===== src/sv/polygon_perimeter_area_top_macros.svh =====
// Assertion helpers for the top level of this block.
`ifndef POLYGON_PERIMETER_AREA_TOP_MACROS_SVH
`define POLYGON_PERIMETER_AREA_TOP_MACROS_SVH

// Same-cycle implication, disabled while reset is held.
`define PPA_ASSERT_NOW(label, clk, rstn, ante, cons, msg) \
    label: assert property (@(posedge clk) disable iff (!(rstn)) (ante) |-> (cons)) \
        else $error(msg);

// Next-cycle implication, disabled while reset is held.
`define PPA_ASSERT_NEXT(label, clk, rstn, ante, cons, msg) \
    label: assert property (@(posedge clk) disable iff (!(rstn)) (ante) |=> (cons)) \
        else $error(msg);

`endif


===== src/sv/ppa_pkg.sv =====
package ppa_pkg;

    localparam int IN_COORD_W = 24;
    localparam int PERIM_W    = 40;
    localparam int AREA_W     = 62;
    localparam int TOTAL_W    = 11;

    localparam logic [PERIM_W-1:0] PERIM_MAX = '1;
    localparam logic [AREA_W-1:0]  AREA_MAX  = '1;
    localparam logic [TOTAL_W-1:0] TOTAL_MAX = '1;

    // Back-end sequencer states.
    typedef enum logic [2:0] {
        BK_IDLE,
        BK_MUL,
        BK_SUM,
        BK_ROOT,
        BK_ACC,
        BK_OUT
    } bk_state_t;

    // Per-vertex control flags carried through the queue.
    typedef struct packed {
        logic last;
        logic close;
    } ppa_ctl_t;

    // Back-end status seen by the top level.
    typedef struct packed {
        logic idle;
        logic out_wait;
        logic closing;
        logic last_item;
    } ppa_bk_stat_t;

endpackage


===== src/sv/ppa_front.sv =====
module ppa_front #(
    parameter int COORD_BITS   = 24,
    parameter int MAX_VERTICES = 1024
) (
    input  logic                              aclk,
    input  logic                              aresetn,
    input  logic                              in_valid,
    output logic                              in_ready,
    input  logic [ppa_pkg::IN_COORD_W-1:0]    in_x,
    input  logic [ppa_pkg::IN_COORD_W-1:0]    in_y,
    input  logic                              in_last,
    input  logic                              cfg_valid,
    output logic                              cfg_ready,
    input  logic                              cfg_data,
    output logic                              q_push,
    input  logic                              q_ready,
    output logic [$bits(ppa_pkg::ppa_ctl_t) + $clog2(MAX_VERTICES+1)
                  + 8*(COORD_BITS+1) - 1:0]   q_data
);
    import ppa_pkg::*;

    localparam int CB = COORD_BITS;
    localparam int DW = COORD_BITS + 1;
    localparam int CW = $clog2(MAX_VERTICES + 1);

    logic signed [CB-1:0] first_x_reg, first_y_reg, prev_x_reg, prev_y_reg;
    logic [CW-1:0]        seen_reg, seen_next;
    logic                 closed_reg;

    logic signed [CB-1:0] cur_x, cur_y, first_x_eff, first_y_eff;
    logic signed [DW-1:0] edge_dx, edge_dy, ux, uy, vx, vy, cdx, cdy;
    logic                 has_prev, has_tri, accept;
    logic [CW-1:0]        count_inc;
    ppa_ctl_t             ctl;

    assign in_ready  = q_ready;
    assign cfg_ready = 1'b1;
    assign accept    = in_valid && q_ready;
    assign q_push    = accept;

    // Bits above the coordinate width are dropped; a wider coordinate is zero-filled.
    assign cur_x = $signed(CB'(in_x));
    assign cur_y = $signed(CB'(in_y));

    assign has_prev    = (seen_reg != '0);
    assign has_tri     = (seen_reg >= CW'(2));
    assign first_x_eff = has_prev ? first_x_reg : cur_x;
    assign first_y_eff = has_prev ? first_y_reg : cur_y;

    always_comb begin
        edge_dx = '0;
        edge_dy = '0;
        ux      = '0;
        uy      = '0;
        vx      = '0;
        vy      = '0;
        cdx     = '0;
        cdy     = '0;
        if (has_prev) begin
            edge_dx = DW'(cur_x) - DW'(prev_x_reg);
            edge_dy = DW'(cur_y) - DW'(prev_y_reg);
        end
        if (has_tri) begin
            ux = DW'(prev_x_reg) - DW'(first_x_reg);
            uy = DW'(prev_y_reg) - DW'(first_y_reg);
            vx = DW'(cur_x) - DW'(first_x_reg);
            vy = DW'(cur_y) - DW'(first_y_reg);
        end
        if (in_last && closed_reg) begin
            cdx = DW'(first_x_eff) - DW'(cur_x);
            cdy = DW'(first_y_eff) - DW'(cur_y);
        end
    end

    // The count stops at the vertex limit; geometry keeps accumulating.
    assign count_inc = (seen_reg < CW'(MAX_VERTICES)) ? seen_reg + CW'(1) : seen_reg;
    assign seen_next = in_last ? '0 : count_inc;

    assign ctl.last  = in_last;
    assign ctl.close = in_last && closed_reg;

    assign q_data = {ctl, count_inc, edge_dx, edge_dy, ux, uy, vx, vy, cdx, cdy};

    always_ff @(posedge aclk) begin
        if (!aresetn) begin
            seen_reg   <= '0;
            closed_reg <= 1'b1;
        end else begin
            if (cfg_valid) begin
                closed_reg <= cfg_data;
            end
            if (accept) begin
                seen_reg <= seen_next;
            end
        end
    end

    always_ff @(posedge aclk) begin
        if (accept) begin
            if (!has_prev) begin
                first_x_reg <= cur_x;
                first_y_reg <= cur_y;
            end
            prev_x_reg <= cur_x;
            prev_y_reg <= cur_y;
        end
    end

endmodule


===== config.mk =====
export PLATFORM = sky130hd
export DESIGN_NAME = ppa_front
export DESIGN_NICKNAME = d
export VERILOG_FILES = /design/src/sv/polygon_perimeter_area_top_macros.svh /design/src/sv/ppa_pkg.sv /design/src/sv/ppa_front.sv
export SDC_FILE = /design/constraint.sdc
export NUM_CORES = 1
export LEC_CHECK = 0
export ABC_CLOCK_PERIOD_IN_PS = 5600
export BUFFER_PORTS_ARGS = -buffer_cell sky130_fd_sc_hd__buf_2
export CAP_MARGIN = 10
export CELL_PAD_IN_SITES_DETAIL_PLACEMENT = 1
export CELL_PAD_IN_SITES_GLOBAL_PLACEMENT = 2
export CORE_ASPECT_RATIO = 1.25
export CORE_MARGIN = 2
export CORE_UTILIZATION = 36
export CTS_BUF_LIST = sky130_fd_sc_hd__clkbuf_8
export DETAILED_ROUTE_END_ITERATION = 8
export GPL_TIMING_DRIVEN = 0
export PLACE_DENSITY_LB_ADDON = 0.1
export SYNTH_ARGS = -nofsm -noshare
export SYNTH_HDL_FRONTEND = slang
export SYNTH_SLANG_ARGS = --single-unit

===== constraint.sdc =====
create_clock -name aclk -period 5.6 [get_ports aclk]
set_input_delay 0.28 -clock aclk [delete_from_list [all_inputs] [get_ports aclk]]
set_output_delay 0.28 -clock aclk [all_outputs]
set_load 0.02 [all_outputs]

# After elaboration in Yosys (flattened, before gate mapping)
# Cells that the tools add are included.
[word_totals] regBits=108 input_bits=55 out_inout_bits=216 wordCells=32
[op_classes] n_addsub=9 magnitude_cmp=2 muxes=12 reduce_logical=3
[ops] operator="two-way mux 25 bit" count=8
[ops] operator="subtractor 24 x 24 -> 25 bit" count=8
[ops] operator="two-way mux 24 bit" count=2
[ops] operator="two-way mux 11 bit" count=2
[ops] operator="adder 11 x 1 -> 11 bit (second input constant)" count=1
[ops] operator="greater-or-equal comparator 11 x 2 -> 1 bit (second input constant)" count=1
[ops] operator="< comparator 11 bit (second input constant)" count=1
[ops] operator="nonzero test 11 bit" count=1
[ops] operator="logical AND 1 bit" count=2

# Longest topological paths before layout
[depth] depth_word=4 ltp_mapped=18 mapped_depth_nobuf=15

# Worst setup path before layout
# Ideal clock, no wire load.
[synth_path] path_kind="register to output" from="register seen_reg[10]" to="output q_data[44] in the netlist's numbering" arrival_time_ns=3.605 required_time_ns=5.320 slack_ns=1.715 stages_incl_launch_ff=18 cell_sequence="dfxtp_1 clkbuf_1 nor4_1 nand3_1 inv_1 and2_1 clkbuf_1 clkbuf_1 nand2_1 o21ai_0 ha_1 a21o_1 a21oi_1 a2111oi_0 nor2_1 a21oi_1 o31ai_1 nor3b_1"
[synth_rtl] element="start, declared" line="ppa_front.sv:27" text="logic [CW-1:0] seen_reg, seen_next;"
[synth_rtl] element="start signal, assigned" line="ppa_front.sv:93" text="seen_reg <= seen_next;"
[synth_rtl] element="end, declared" line="ppa_front.sv:18" text="+ 8*(COORD_BITS+1) - 1:0] q_data"

==> out/results.txt <==
status = finished, final reports clean
Die Area = 0.0444 mm2
critical path's top delay family = compound AO/OA/AOI/OAI gates
cell area power density = 185 mW/mm2
Final Skew = 0.0119 ns
Clock Latency Late Sink = 0.45 ns
register area share after synthesis = 0.203
CP max stage delay = 0.49 ns
setup TNS = 0 ns
vias in the first global route = 16,765
Post-Route WL = 62,200 um
crit path max fanout = 10
final hold vios = 0
Worst setup EP type = output pin
Area contributors post-synth = edfxtp_1 (19%), ha_1 (16%), a21oi_1 (6.0%)
Hold Startpoint = in_x[0]
max_cap viols = 0
worst path required time = 5.32 ns
Max Fclk = 185 MHz
Net Count, Synth = 2,304
post-synthesis async set-or-reset flop share = 0
largest area contributor in the netlist = edfxtp_1
CP max-delay cell = a21oi_1
num ports = 271
TritonRoute pass-1 iters = 5
P&R area growth vs syn = 14.7%
Post-CTS Hold Buffers = 0
core area = 0.0421 mm2
Die Y = 235 um
post-synthesis cell area = 0.0154 mm2
clock slew at reported path FFs = 0.12 ns
die span in x = 189 um
H-tree depth = 3
Starting Density = 0.365
P_sw = 1520 uW
Pint = 1750 uW
initial antenna violation count = 1
worst setup path category = reg2out
DP Wirelength = 52,300 um
Final min period = 5.40 ns
Num CTS Buffers = 9
Routed WL per cell = 21.5 um
gr usage total = 0.274
post-synth top area share = 0.187
Place WS = -0.0300 ns
Final setup viols = 0
worst r2r src = seen_reg[10]
R2R Path End = first_y_reg[3]
Sink Count = 108
FF+latch count, synth = 108
gr ovfl total = 0
Least-Margin Pin Slew = 1.16 ns
switching share of power = 0.466
Peak VDD IR = 0.0879 mV
Slew HR = 0.229
Worst Hold Path Cells = 1
CTS tree = yes
clk buf depth = 2
Most Frequent Cell on Critical Path = clkbuf_2
layout cells sized above 1 = 0.143
setup slack after layout = 0.196 ns
port bufs = 269
Crit path buffers/inverters = 5
mean area per synthesized cell = 7.52 um2
largest net degree at the start of global routing = 53
Final Instance Area = 0.0176 mm2
crit path cell chain = clkbuf_1, nor4_1, nand3_1, inv_1, and2_1, clkbuf_2, clkbuf_2, nand2_1, o21ai_0, ha_1, nor2b_1, o31ai_1, a21boi_1, a21oi_1, o21ai_1, xnor2_1, nor2_1, buf_2
vias after detailed routing = 16,179
top post-synthesis cells by count = nor2_1 (221), ha_1 (195), nand2_1 (193), a21oi_1 (185), inv_1 (180)
drt via density = 5.60
Syn Inst Count = 2,046
Hold Crit Class = in2reg
CTS Root Cell = clkbuf_8
Post-CTS Setup Inserts = 0
Top FF cell, synth = edfxtp_1
worst min-delay path endpoint = prev_x_reg[0]
initial DRC count = 501
r2r setup slk = 3.03 ns
Leak = 0.00848 uW
power share of the clock group = 0.155
# nets final = 2,583
Logic pwr share = 0.554
CP startpoint kind = register
first-pass GRT wire length = 94,300 um
row count = 84
CP Data Arrival Time = 5.12 ns
GPL Wtd Cong = 0.924
RSZ-0062 raised after global routing = true
DRC violations left = 0
cell area after placement = 0.0175 mm2
final core utilization = 0.418
EDFF count, synth = 96
R2R cell count = 8
Slew Viols, Final = 0
top-count cell post-synth = nor2_1
Synth cell types = 89
Seq pwr share = 0.291
final antenna-violating net count = 0
Ys Warns = 0
final period utilization = 0.965
-- layer usage --
metal  part of all wire  GRT usage  wire length (um)  vias to the layer above
met5                  0          0                 0                        -
li1                   -          -                 -                     7918
met2               0.52      0.520             32400                      319
met3              0.025     0.0185              1580                       92
met1               0.42      0.318             26000                     7850
met4              0.037      0.104              2280                        0
-- stage by stage --
stage / hold slack, ns / total power [uW] / instances
detailed placement: 0.478 / 2770 / 2875
floorplan: 0.379 / 2240 / 2046
finish: 0.0370 / 3270 / 2890
global placement: 0.460 / 2740 / 2874
global route: 0.0196 / 3490 / 2890
CTS: 0.0113 / 3280 / 2891
-- worst reg2reg max path, delay by kind of cell, from the launching register on --
family / cells / cell delay, ns
flip-flops: 1 / 0.32
AO/OA/AOI/OAI: 1 / 0.25
buffers and inverters: 4 / 1.02
AND/OR/NAND/NOR: 3 / 0.71
-- cells in the final DEF (no fill, tap or decap), drive strengths merged, types with 57 or more instances in the layout --
cell type and count:
buf 282, nor2 221, ha 195, nand2 193, a21oi 186, inv 184, o21ai 162, edfxtp 96
nor3 65, a21o 63, clkbuf 57
-- power groups by stage --
stage               Combinational (uW)  Clock [uW]  Sequential, uW
global route                      1990         544             957
detailed placement                1800           0             971
CTS                               1810         520             952
floorplan                         1270           0             964
global placement                  1770           0             973
finish                            1810         507             952
-- final cells by class --
type | count | area [um2]
Clock buffer | 9 | 124
Timing Repair Buffer | 270 | 1370
Clock inverter | 7 | 48.8
Multi-Input combinational cell | 1695 | 11300
Buffer | 61 | 262
Sequential cell | 108 | 3120
Inverter | 180 | 678
Tap cell | 559 | 699
Antenna cell | 1 | 2.50
Fill cell | 5401 | 24500
-- worst max-delay path by stage --
| stage | cells past startpoint | endpoint | startpoint | slack, ns |
|---|---|---|---|---|
| global route | 17 | q_data[18] | seen_reg[10] | -0.004 |
| global placement | 17 | q_data[18] | seen_reg[10] | 0.04 |
| detailed placement | 17 | q_data[18] | seen_reg[10] | -0.03 |
| finish | 18 | q_data[47] | seen_reg[10] | 0.20 |
| CTS | 17 | q_data[18] | seen_reg[10] | 0.05 |
| floorplan | 17 | q_data[44] | seen_reg[10] | 1.71 |
-- kinds of logic (layout without fill, tap and decap cells) --
family | after synthesis | in the layout | share of synthesized area
AO/OA/AOI/OAI | 641 | 641 | 0.270
other | 1 | 2 | 0.000244
multiplexers | 20 | 20 | 0.0131
flip-flops | 108 | 108 | 0.203
buffers and inverters | 243 | 527 | 0.0608
XOR/XNOR | 108 | 108 | 0.0615
AND/OR/NAND/NOR | 722 | 722 | 0.223
adder cells (fa/ha/maj) | 203 | 203 | 0.169
-- what timing repair did --
item,in CTS,in global routing
endpoints found under the setup margin,25,3
gates resized for setup,9,3
gates cloned,0,0
(Power assumes the default switching activity.)
