File: config.mk
export PLATFORM = sky130hd
export DESIGN_NAME = ppa_fifo
export DESIGN_NICKNAME = d
export VERILOG_FILES = /design/src/sv/polygon_perimeter_area_top_macros.svh /design/src/sv/ppa_pkg.sv /design/src/sv/ppa_fifo.sv
export SDC_FILE = /design/constraint.sdc
export NUM_CORES = 1
export LEC_CHECK = 0
export ABC_AREA = 1
export ABC_CLOCK_PERIOD_IN_PS = 1500
export BUFFER_PORTS_ARGS = -buffer_cell sky130_fd_sc_hd__buf_2
export CORE_ASPECT_RATIO = 1.1
export CORE_MARGIN = 2
export CORE_UTILIZATION = 49
export DETAILED_ROUTE_END_ITERATION = 8
export PLACE_DENSITY = 0.81
export SLEW_MARGIN = 20
export SYNTH_ARGS = -nofsm -noshare
export SYNTH_HDL_FRONTEND = slang
export SYNTH_SLANG_ARGS = --single-unit
File: constraint.sdc
create_clock -name aclk -period 1.5 [get_ports aclk]
set_clock_uncertainty 0.05 [all_clocks]
set_input_delay 0.3 -clock aclk [delete_from_list [all_inputs] [get_ports aclk]]
set_output_delay 0.3 -clock aclk [all_outputs]
set_load 0.02 [all_outputs]
File: src/sv/polygon_perimeter_area_top_macros.svh
// Assertion helpers for the top level of this block.
`ifndef POLYGON_PERIMETER_AREA_TOP_MACROS_SVH
`define POLYGON_PERIMETER_AREA_TOP_MACROS_SVH

// Same-cycle implication, disabled while reset is held.
`define PPA_ASSERT_NOW(label, clk, rstn, ante, cons, msg) \
    label: assert property (@(posedge clk) disable iff (!(rstn)) (ante) |-> (cons)) \
        else $error(msg);

// Next-cycle implication, disabled while reset is held.
`define PPA_ASSERT_NEXT(label, clk, rstn, ante, cons, msg) \
    label: assert property (@(posedge clk) disable iff (!(rstn)) (ante) |=> (cons)) \
        else $error(msg);

`endif

File: src/sv/ppa_pkg.sv
package ppa_pkg;

    localparam int IN_COORD_W = 24;
    localparam int PERIM_W    = 40;
    localparam int AREA_W     = 62;
    localparam int TOTAL_W    = 11;

    localparam logic [PERIM_W-1:0] PERIM_MAX = '1;
    localparam logic [AREA_W-1:0]  AREA_MAX  = '1;
    localparam logic [TOTAL_W-1:0] TOTAL_MAX = '1;

    // Back-end sequencer states.
    typedef enum logic [2:0] {
        BK_IDLE,
        BK_MUL,
        BK_SUM,
        BK_ROOT,
        BK_ACC,
        BK_OUT
    } bk_state_t;

    // Per-vertex control flags carried through the queue.
    typedef struct packed {
        logic last;
        logic close;
    } ppa_ctl_t;

    // Back-end status seen by the top level.
    typedef struct packed {
        logic idle;
        logic out_wait;
        logic closing;
        logic last_item;
    } ppa_bk_stat_t;

endpackage

File: src/sv/ppa_fifo.sv
module ppa_fifo #(
    parameter int WIDTH = 8
) (
    input  logic             aclk,
    input  logic             aresetn,
    input  logic             push,
    output logic             in_ready,
    input  logic [WIDTH-1:0] in_data,
    output logic             out_valid,
    input  logic             pop,
    output logic [WIDTH-1:0] out_data
);
    import ppa_pkg::*;

    logic [WIDTH-1:0] mem_reg [2];
    logic             wr_ptr_reg, rd_ptr_reg;
    logic [1:0]       cnt_reg, cnt_next;
    logic             do_push, do_pop;

    assign in_ready  = (cnt_reg != 2'd2);
    assign out_valid = (cnt_reg != 2'd0);
    assign out_data  = mem_reg[rd_ptr_reg];
    assign do_push   = push && in_ready;
    assign do_pop    = pop && out_valid;

    always_comb begin
        cnt_next = cnt_reg;
        if (do_push && !do_pop) begin
            cnt_next = cnt_reg + 2'd1;
        end else if (do_pop && !do_push) begin
            cnt_next = cnt_reg - 2'd1;
        end
    end

    always_ff @(posedge aclk) begin
        if (!aresetn) begin
            wr_ptr_reg <= 1'b0;
            rd_ptr_reg <= 1'b0;
            cnt_reg    <= 2'd0;
        end else begin
            cnt_reg <= cnt_next;
            if (do_push) begin
                wr_ptr_reg <= !wr_ptr_reg;
            end
            if (do_pop) begin
                rd_ptr_reg <= !rd_ptr_reg;
            end
        end
    end

    always_ff @(posedge aclk) begin
        if (do_push) begin
            mem_reg[wr_ptr_reg] <= in_data;
        end
    end

endmodule

* Yosys cells after proc, flatten, opt, wreduce, memory -nomap -nowiden
Memories as Yosys holds them, arrays and structs flattened. A register that Yosys moved wholly into a read port is not among the register bits.
Index checks and enable logic that the tools add are counted.
** Word-level totals
- Input bits :: 12
- Word-level logic and storage cells :: 23
- Register bits :: 4
- Memories :: 1
- Output and inout bits :: 10
- Memory bits (writable) :: 16
** Operators by class
- Muxes and demuxes :: 6
- Equal/unequal tests :: 1
- Reduce and logical (&&, ||, !) cells :: 10
- Add/subtract/negate cells :: 2
** Memory list
- mem_reg :: depth 2, width 8, read ports 1, clocked after memory_dff 1, write ports 1, RTL line ppa_fifo.sv:15 : logic [WIDTH-1:0] mem_reg [2];
** Operators by type and width (number)
- 1-bit logical AND :: 4
- 1-bit zero test :: 4
- 1-bit 2-to-1 mux :: 4
- 2-bit 2-to-1 mux :: 2
- 2-bit nonzero test :: 2
- 2-bit by 1-bit adder with 2-bit output (second input constant) :: 1
- 2-bit inequality test (second input constant) :: 1
- 2-bit by 1-bit subtractor with 2-bit output (second input constant) :: 1

* Logic depth before layout (Yosys ltp)
Gate-level depths: netlist of the first run.
- Word-level depth :: 6
- Mapped depth :: 11
- Mapped depth without buffers :: 11

* Worst setup path before layout of the first run
Ideal clock, no wire load.
- Path type :: register to register
- Start :: reg cnt_reg[0]
- End :: mem mem_reg[1][0], enable pin
- Arrival :: 0.977 ns
- Slack :: 0.103 ns
- Period minus slack after synthesis :: 1.397 ns
- Stages on the path, launching flop included :: 5
- Cells stage by stage :: dfxtp_1 > inv_2 > nand2_4 > nand2_4 > nor2_1
** Between the ends
- Word-level cells in the longest chain between the ends :: 4
** RTL lines
- start: declaration :: RTL line ppa_fifo.sv:17 : logic [1:0] cnt_reg, cnt_next;
- start signal: assignment :: RTL line ppa_fifo.sv:41 : cnt_reg <= cnt_next;
- 2-bit inequality test :: RTL line ppa_fifo.sv:20 : assign in_ready = (cnt_reg != 2'd2);
- named net in_ready :: RTL line ppa_fifo.sv:7 : output logic in_ready,
- 1-bit logical AND :: RTL line ppa_fifo.sv:23 : assign do_push = push && in_ready;
- 1-bit 2-to-1 mux :: RTL line ppa_fifo.sv:52 : if (do_push) begin
- 1-bit 2-to-1 mux (not written as such) :: RTL line ppa_fifo.sv:53 : mem_reg[wr_ptr_reg] <= in_data;
- end: declaration :: RTL line ppa_fifo.sv:15
The timed path passes the listed nets, and every way through them passes these cells.

==> results of run 1 <==
## where the power goes
group	switching (uW)	leakage [uW]	internal, uW
registers	87.8	0.000192	753
clock network	146	0.0000150	103
logic	351	0.000260	343
total	585	0.000467	1200
## final cells by class
cell class	count	share of cell area, %
repair buffers	23	15.7
multi-input cells	32	23.0
inverters	8	2.88
clock buffers	4	2.42
flip-flops and latches	21	54.1
well taps	17	1.96
## final timing paths
path / start / to / cells after the start
hold / removal: in_data[3] / mem_reg[0][3]$_DFFE_PP_ / 1
hold reg to reg: cnt_reg[0]$_SDFFE_PN0P_ / cnt_reg[0]$_SDFFE_PN0P_ / 1
setup / recovery: flip-flop / out_data[3] / 2
setup reg to reg: cnt_reg[0]$_SDFFE_PN0P_ / cnt_reg[1]$_SDFFE_PN0P_ / 10
## timing repair
item,4_1_cts,5_1_grt
setup buffers,0,0
resized for setup,26,2
setup endpoints to repair,8,9
## through the flow
stage | power [uW] | std cells
after CTS | 1800 | 105
after global routing | 1900 | 105
after floorplan | 1240 | 62
final | 1780 | 105
after detailed placement | 1410 | 101
after global placement | 1390 | 101
## synth_stat cells (all sizes together)
master | n | share of area, %
ha | 1 | 1.5
dfxtp | 5 | 12
nor2 | 8 | 3.6
nand3 | 1 | 0.60
nand4 | 1 | 0.75
o21a | 1 | 1.0
nand2 | 9 | 6.1
inv | 7 | 3.1
buf | 1 | 0.60
mux2 | 8 | 11
a21oi | 1 | 0.60
clkinv | 1 | 0.60
o21ai | 2 | 1.2
edfxtp | 16 | 57
## logic make-up after synthesis
logic type	after synthesis	synth area share, %
AO/OA/AOI/OAI	4	2.84
AND/OR/NAND/NOR	19	11.1
multiplexers	8	10.8
adder cells (fa/ha/maj)	1	1.50
flip-flops	21	69.5
buffers and inverters	9	4.34
## metal layers
metal / global-route usage, % / up-vias
met1: 18.6 / 224
li1: - / 262
met3: 2.31 / 2
met5: 0 / -
met4: 7.27 / 0
met2: 23.3 / 14
## cells in the final DEF, fill, tap and decap left out, types with 2 or more instances in the layout
master    synthesis  layout
clkbuf_4          0       3
buf_2             1      13
edfxtp_1         16      16
nand2_1           6       6
inv_1             6       6
dfxtp_2           0       2
buf_4             0       2
nor2_1            8       8
nand2_4           2       2
dfxtp_1           5       2
mux2_4            0       8
buf_6             0       8
==> impl_metrics.env, run 1 <==
export IMPL_slowest_stage="dfxtp_4"
export IMPL_synth_cell_types=18
export IMPL_outcome="finished, violations left"
export IMPL_violations="setup timing"
export IMPL_max_freq_mhz=649
export IMPL_slowest_delay_ps=450
export IMPL_dieWidth_um=43.4
export IMPL_wire_per_inst_um=11.9
export IMPL_setup_ws_ps=-40.2
export IMPL_dr_wl_met2_um=599
export IMPL_synth_seq_area_share_pct=69.5
export IMPL_drive_above_1_share_pct=48.9
export IMPL_crit_type="flip-flop to output port"
export IMPL_overflow=0
export IMPL_setup_tns_ps=-289
export IMPL_route_vias_total=502
export IMPL_fin_hold_ws_ps=146
export IMPL_ys_warn_count=0
export IMPL_clk_pin_slew_ps=100
export IMPL_postCtsHoldBufs=0
export IMPL_clockBufferDepth=2
export IMPL_rsz0062_at_grt="yes"
export IMPL_design_area_mm2=0.00108
export IMPL_cts_tree="built"
export IMPL_ir_worst_vdd_v=0.00101
export IMPL_fin_crit_sh_pct=103
export IMPL_drv_cap=0
export IMPL_synth_seq_cells=21
export IMPL_crit_path_cell_trace="mux2_4 -> buf_6"
export IMPL_dr_pass1_iters=4
export IMPL_vias_per_cell=4.78
export IMPL_fill_cells=112
export IMPL_worstSetupStartpointType="flip-flop"
export IMPL_wirelength_um=1250
export IMPL_placed_area_um2=972
export IMPL_crit_fanout=8
export IMPL_synth_area_per_cell_um2=13.5
export IMPL_wl_met1_um=581
export IMPL_largest_reg_flops=16
export IMPL_drt_initial_drc_count=7
export IMPL_htree_levels=1
export IMPL_io_pins=22
export IMPL_max_slew_margin_pct=89.6
export IMPL_ff_latch_area_um2=587
export IMPL_final_min_clock_period_ps=1540
export IMPL_power_density_mw_per_mm2=1640
export IMPL_grtUsageTotal_pct=14.2
export IMPL_clk_latency_ps=290
export IMPL_port_buffers=21
export IMPL_fp_dieH_um=47.3
export IMPL_synthesis_nets=75
export IMPL_gp_congestion=0.648
export IMPL_critPathCaptureType="output port"
export IMPL_r2r_setup_slack_ps=120
export IMPL_place_ws_ps=96.2
export IMPL_drv_slew=0
export IMPL_netlist_area_um2=836
export IMPL_diodes=0
export IMPL_num_nets_final=102
export IMPL_ant_nets=0
export IMPL_cts_sinks=21
export IMPL_required_ps=1150
export IMPL_grt_pass1_vias=495
export IMPL_utilization_pct=68.8
export IMPL_dpl_hpwl_um=967
export IMPL_hp_class="primary input to flip-flop"
export IMPL_setup_viol=8
export IMPL_cp_arrival_ps=1190
export IMPL_root_buffer="clkbuf_4"
export IMPL_synthCells=62
export IMPL_hold_violations=0
export IMPL_grt_pass1_wl_um=2060
export IMPL_rows=15
export IMPL_syn2layout_area_growth_pct=29.8
export IMPL_core_area_mm2=0.00158
export IMPL_met3WireLength_um=60
export IMPL_tightest_slew_ps=156
export IMPL_cts_buffers=3
export IMPL_cp_top_family="flip-flops"
export IMPL_grt_max_degree=12
export IMPL_cp_num_buf_inv=1
export IMPL_multi_input_area_um2=249
export IMPL_start_util_pct=53.0
export IMPL_dr_max_layer_used="met4"
export IMPL_antenna_found_initial=0
export IMPL_p_leak_uw=0.000467
export IMPL_drc_errors=0
export IMPL_die_area_mm2=0.00205
No activity file was read; power rests on OpenSTA's default activity.
==> inputs of run 2 (changes only) <==
--- a/config.mk
+++ b/config.mk
@@ -13,6 +13,7 @@
 export CORE_UTILIZATION = 49
 export DETAILED_ROUTE_END_ITERATION = 8
 export PLACE_DENSITY = 0.81
+export RECOVER_POWER = 25
 export SLEW_MARGIN = 20
 export SYNTH_ARGS = -nofsm -noshare
 export SYNTH_HDL_FRONTEND = slang
==> run 2 against run 1 <==
Compared with the run above:
- the run still ends with setup timing left
- routed wire length decreased by 0.16%
- sequential share of layout area increased by 0.19 points
- sequential power about the same
- global-route usage unchanged
- largest power group unchanged
==> impl_metrics.env, run 2 (synthesized netlist as in run 1, its figures left out) <==
export IMPL_port_buffers=21
export IMPL_clk_pin_slew_ps=100
export IMPL_hp_class="primary input to flip-flop"
export IMPL_setup_ws_ps=-40.2
export IMPL_power_density_mw_per_mm2=1650
export IMPL_r2r_start="cnt_reg[0]$_SDFFE_PN0P_"
export IMPL_violations="setup timing"
export IMPL_clockBufferDepth=2
export IMPL_overflow=0
export IMPL_rsz0062_at_grt="yes"
export IMPL_final_min_clock_period_ps=1540
export IMPL_grtUsageTotal_pct=14.2
export IMPL_num_nets_final=102
export IMPL_dr_pass1_iters=4
export IMPL_route_vias_total=502
export IMPL_critPathCaptureType="output port"
export IMPL_root_buffer="clkbuf_4"
export IMPL_required_ps=1150
export IMPL_drive_above_1_share_pct=45.5
export IMPL_postCtsHoldBufs=0
export IMPL_crit_fanout=8
export IMPL_crit_type="flip-flop to output port"
export IMPL_wirelength_um=1250
export IMPL_outcome="finished, violations left"
export IMPL_drc_errors=0
export IMPL_vias_per_cell=4.78
export IMPL_power_total_uw=1780
export IMPL_setup_tns_ps=-289
export IMPL_hold_violations=0
export IMPL_rows=15
export IMPL_syn2layout_area_growth_pct=29.3
export IMPL_max_freq_mhz=649
export IMPL_ir_worst_vdd_v=0.00101
export IMPL_clk_latency_ps=290
export IMPL_fin_crit_sh_pct=103
export IMPL_io_pins=22
export IMPL_setup_viol=8
export IMPL_grt_pass1_vias=495
export IMPL_min_delay_start="in_data[3]"
export IMPL_start_util_pct=53.0
export IMPL_ff_latch_area_um2=587
export IMPL_htree_levels=1
export IMPL_cts_setup_buffers=0
export IMPL_gp_congestion=0.648
export IMPL_ant_nets=0
export IMPL_cts_tree="built"
export IMPL_multi_input_area_um2=249
export IMPL_cts_sinks=21
export IMPL_core_area_mm2=0.00158
export IMPL_largest_reg_flops=16
export IMPL_p_leak_uw=0.000459
export IMPL_drv_slew=0
export IMPL_diodes=0
export IMPL_dieWidth_um=43.4
export IMPL_fill_cells=112
export IMPL_drt_initial_drc_count=7
export IMPL_dpl_hpwl_um=967
export IMPL_cp_arrival_ps=1190
export IMPL_cts_buffers=3
export IMPL_final_common_cell="edfxtp_1"
export IMPL_max_slew_margin_pct=89.6
export IMPL_mostFrequentLayoutCells="edfxtp_1 (16), buf_2 (10), mux2_4 (8), nor2_1 (8), buf_6 (8)"
export IMPL_die_area_mm2=0.00205
export IMPL_tightest_slew_ps=156
export IMPL_grt_max_degree=12
export IMPL_wire_per_inst_um=11.9
export IMPL_drv_cap=0
export IMPL_worstSetupStartpointType="flip-flop"
export IMPL_grt_pass1_wl_um=2060
export IMPL_antenna_found_initial=0
export IMPL_fp_dieH_um=47.3
-- run 2: changes by cell type in the layout (fill, tap and decap cells not counted), sizes merged --
cell	before	now
buf	23	20
clkbuf	4	7
-- run 2: layer usage --
| metal | vias to the layer above | track usage (%) | part of all wire, % |
|---|---|---|---|
| li1 | 262 | - | - |
| met1 | 224 | 18.6 | 46 |
| met2 | 14 | 23.3 | 48 |
| met3 | 2 | 2.31 | 4.6 |
| met4 | 0 | 7.27 | 0.80 |
| met5 | - | 0 | 0 |
-- run 2: per-stage QoR --
step           utilization (%)  instances  hold WS (ps)  setup slack [ps]  area [um2]
2_1_floorplan                -         62           349               103         836
3_3_place_gp              61.7        101           432               106         972
3_5_place_dp              61.7        101           444              96.2         972
4_1_cts                   68.7        105           140             -50.6        1080
5_1_grt                   68.6        105           132             -76.4        1080
6_report                  68.6        105           146             -40.2        1080
-- run 2: worst paths after layout --
path	slack [ps]	to	depth (start not counted)
max	-40	out_data[3]	2
min	150	mem_reg[0][3]$_DFFE_PP_	1
max reg2reg	120	cnt_reg[1]$_SDFFE_PN0P_	10
min reg2reg	420	cnt_reg[0]$_SDFFE_PN0P_	1
-- run 2: cell type report --
type | instances | area share (%)
Inverter | 8 | 2.89
Timing Repair Buffer | 23 | 15.4
Multi-Input combinational cell | 32 | 23.0
Sequential cell | 21 | 54.3
Clock buffer | 4 | 2.43
Tap cell | 17 | 1.97
-- run 2: worst max-delay path, stage by stage, from the launching register on --
cell,delay (ps)
dfxtp_4,450
mux2_4,320
buf_6,130
-- run 2: power by group --
| part | switching, uW | internal, uW | total, uW |
|---|---|---|---|
| Combinational | 351 | 342 | 693 |
| Clock | 146 | 103 | 249 |
| Sequential | 87.8 | 753 | 840 |
| Total | 585 | 1200 | 1780 |
-- run 2: repair_timing --
action	4_1_cts	5_1_grt
setup endpoints to repair	8	9
pin swaps	0	0
gates resized for setup	26	2
==> inputs of run 3 (changes only) <==
--- a/config.mk
+++ b/config.mk
@@ -6,13 +6,13 @@
 export NUM_CORES = 1
 export LEC_CHECK = 0
 export ABC_AREA = 1
-export ABC_CLOCK_PERIOD_IN_PS = 1500
+export ABC_CLOCK_PERIOD_IN_PS = 1400
 export BUFFER_PORTS_ARGS = -buffer_cell sky130_fd_sc_hd__buf_2
 export CORE_ASPECT_RATIO = 1.1
 export CORE_MARGIN = 2
-export CORE_UTILIZATION = 49
+export CORE_UTILIZATION = 44
 export DETAILED_ROUTE_END_ITERATION = 8
-export PLACE_DENSITY = 0.81
+export PLACE_DENSITY = 0.77
 export RECOVER_POWER = 25
 export SLEW_MARGIN = 20
 export SYNTH_ARGS = -nofsm -noshare
==> constraint.sdc (replaced) <==
create_clock -name aclk -period 1.4 [get_ports aclk]
set_clock_uncertainty 0.05 [all_clocks]
set_input_delay 0.07 -clock aclk [delete_from_list [all_inputs] [get_ports aclk]]
set_output_delay 0.07 -clock aclk [all_outputs]
set_load 0.02 [all_outputs]
==> run 3 against run 2 <==
Compared with the run above:
- the flow now finishes without violations
- via count increased by 5.4%
- core utilization decreased by 6.9 points
- final area increased by 1.6%
- routed wire length decreased by 0.96%
- global-route usage decreased by 1.9 points
- first-iteration DRC count increased by 43%
- combinational power decreased by 6.8%
- sequential cell count unchanged
- clock-buffer cell count decreased by 1
- critical path depth unchanged
- sequential power increased by 6.3%
- die area increased by 10%
- critical endpoint unchanged
- largest cell class unchanged
==> impl_metrics.env, run 3 (synthesized netlist as in run 1, its figures left out) <==
export IMPL_r2r_start="cnt_reg[0]$_SDFFE_PN0P_"
export IMPL_dieWidth_um=45.6
export IMPL_io_pins=22
export IMPL_placed_cells=102
export IMPL_clockBufferDepth=2
export IMPL_die_area_mm2=0.00226
export IMPL_place_ws_ps=37.6
export IMPL_diodes=0
export IMPL_power_density_mw_per_mm2=1650
export IMPL_start_util_pct=46.9
export IMPL_port_buffers=21
export IMPL_max_freq_mhz=748
export IMPL_slowest_delay_ps=420
export IMPL_utilization_pct=61.7
export IMPL_drt_initial_drc_count=10
export IMPL_setup_viol=0
export IMPL_crit_path_cell_trace="mux2_2 -> buf_2"
export IMPL_cts_sinks=21
export IMPL_wire_per_inst_um=10.8
export IMPL_required_ps=1280
export IMPL_ant_nets=0
export IMPL_core_area_mm2=0.00178
export IMPL_max_slew_margin_pct=90.4
export IMPL_crit_fanout=8
export IMPL_vias_per_cell=4.60
export IMPL_crit_type="flip-flop to output port"
export IMPL_gp_congestion=0.660
export IMPL_r2r_cells=10
export IMPL_grt_pass1_vias=505
export IMPL_hold_violations=0
export IMPL_antenna_found_initial=0
export IMPL_fin_cells=115
export IMPL_rsz0062_at_grt="yes"
export IMPL_mostFrequentLayoutCells="buf_2 (17), edfxtp_1 (16), dlygate4sd3_1 (9)"
export IMPL_min_delay_start="push"
export IMPL_htree_levels=1
export IMPL_largest_reg_flops=16
export IMPL_cts_tree="built"
export IMPL_overflow=0
export IMPL_p_leak_uw=0.000454
export IMPL_cts_buffers=3
export IMPL_final_min_clock_period_ps=1340
export IMPL_cts_setup_buffers=0
export IMPL_cp_arrival_ps=1220
export IMPL_setup_ws_ps=62.3
export IMPL_r2r_setup_slack_ps=60
export IMPL_ir_worst_vdd_v=0.000967
export IMPL_dpl_hpwl_um=907
export IMPL_clk_pin_slew_ps=110
export IMPL_slowest_stage="dfxtp_4"
export IMPL_clk_latency_ps=290
export IMPL_outcome="finished, final reports clean"
export IMPL_wirelength_um=1240
export IMPL_final_common_cell="buf_2"
export IMPL_holdPathStages=4
export IMPL_hold_path_endpoint="wr_ptr_reg$_SDFFE_PN0P_"
export IMPL_num_nets_final=111
export IMPL_rows=16
export IMPL_grt_max_degree=13
export IMPL_fin_crit_sh_pct=95.5
export IMPL_fin_hold_ws_ps=80.0
export IMPL_route_vias_total=529
export IMPL_grt_pass1_wl_um=2050
export IMPL_power_total_uw=1810
export IMPL_drive_above_1_share_pct=43.3
export IMPL_drv_slew=0
export IMPL_drv_cap=0
export IMPL_grtUsageTotal_pct=12.4
export IMPL_drc_errors=0
export IMPL_fill_cells=149
export IMPL_worstReg2RegEnd="cnt_reg[1]$_SDFFE_PN0P_"
export IMPL_syn2layout_area_growth_pct=31.4
export IMPL_fp_dieH_um=49.7
export IMPL_critPathCaptureType="output port"
export IMPL_dr_pass1_iters=3
export IMPL_root_buffer="clkbuf_4"
export IMPL_worstSetupStartpointType="flip-flop"
export IMPL_hp_class="primary input to flip-flop"
export IMPL_tightest_slew_ps=142
run 3: power breakdown:
part	switching (uW)	internal, uW
registers	82.9	810
clock network	168	106
logic	372	275
total	622	1190
run 3: layout make-up:
cell class	count	area, um2	area share (%)
flip-flops and latches	21	589	53.6
multi-input cells	32	219	19.9
repair buffers	32	206	18.8
inverters	8	33.8	3.08
clock buffers	3	22.5	2.05
well taps	18	22.5	2.05
clock inverters	1	5.00	0.456
run 3: critical path, delay by kind of cell (launching register included):
family,cells,cell delay (ps)
flops,1,420
mux,1,350
buf+inv,1,160
run 3: worst max path at each step:
stage	to	slack (ps)	cells past startpoint
after floorplan	mem_reg[1][0]$_DFFE_PP_	3	4
after global placement	cnt_reg[1]$_SDFFE_PN0P_	70	10
after detailed placement	cnt_reg[1]$_SDFFE_PN0P_	40	10
after CTS	out_data[3]	0.2	2
after global routing	cnt_reg[1]$_SDFFE_PN0P_	-10	10
final	out_data[3]	60	2
run 3: layer usage:
metal / vias up / routed length (um) / part of all wire (%) / GRT usage [%]
met5: - / 0 / 0 / 0
met4: 0 / 13 / 1.1 / 4.41
met3: 2 / 54 / 4.4 / 3.66
met2: 13 / 627 / 51 / 21.1
met1: 236 / 542 / 44 / 14.0
li1: 278 / - / - / -
run 3: through the flow:
stage | area (um2) | setup TNS (ps)
finish | 1100 | 0
detailed placement | 973 | 0
floorplan | 836 | 0
global route | 1100 | -14.3
global placement | 973 | 0
CTS | 1090 | 0
run 3: repair_timing:
action | in CTS | in global routing
hold buffers | 9 | 0
endpoints found under the setup margin | 8 | 10
gates resized for setup | 1 | 6
endpoints found under the hold margin | 21 | 0
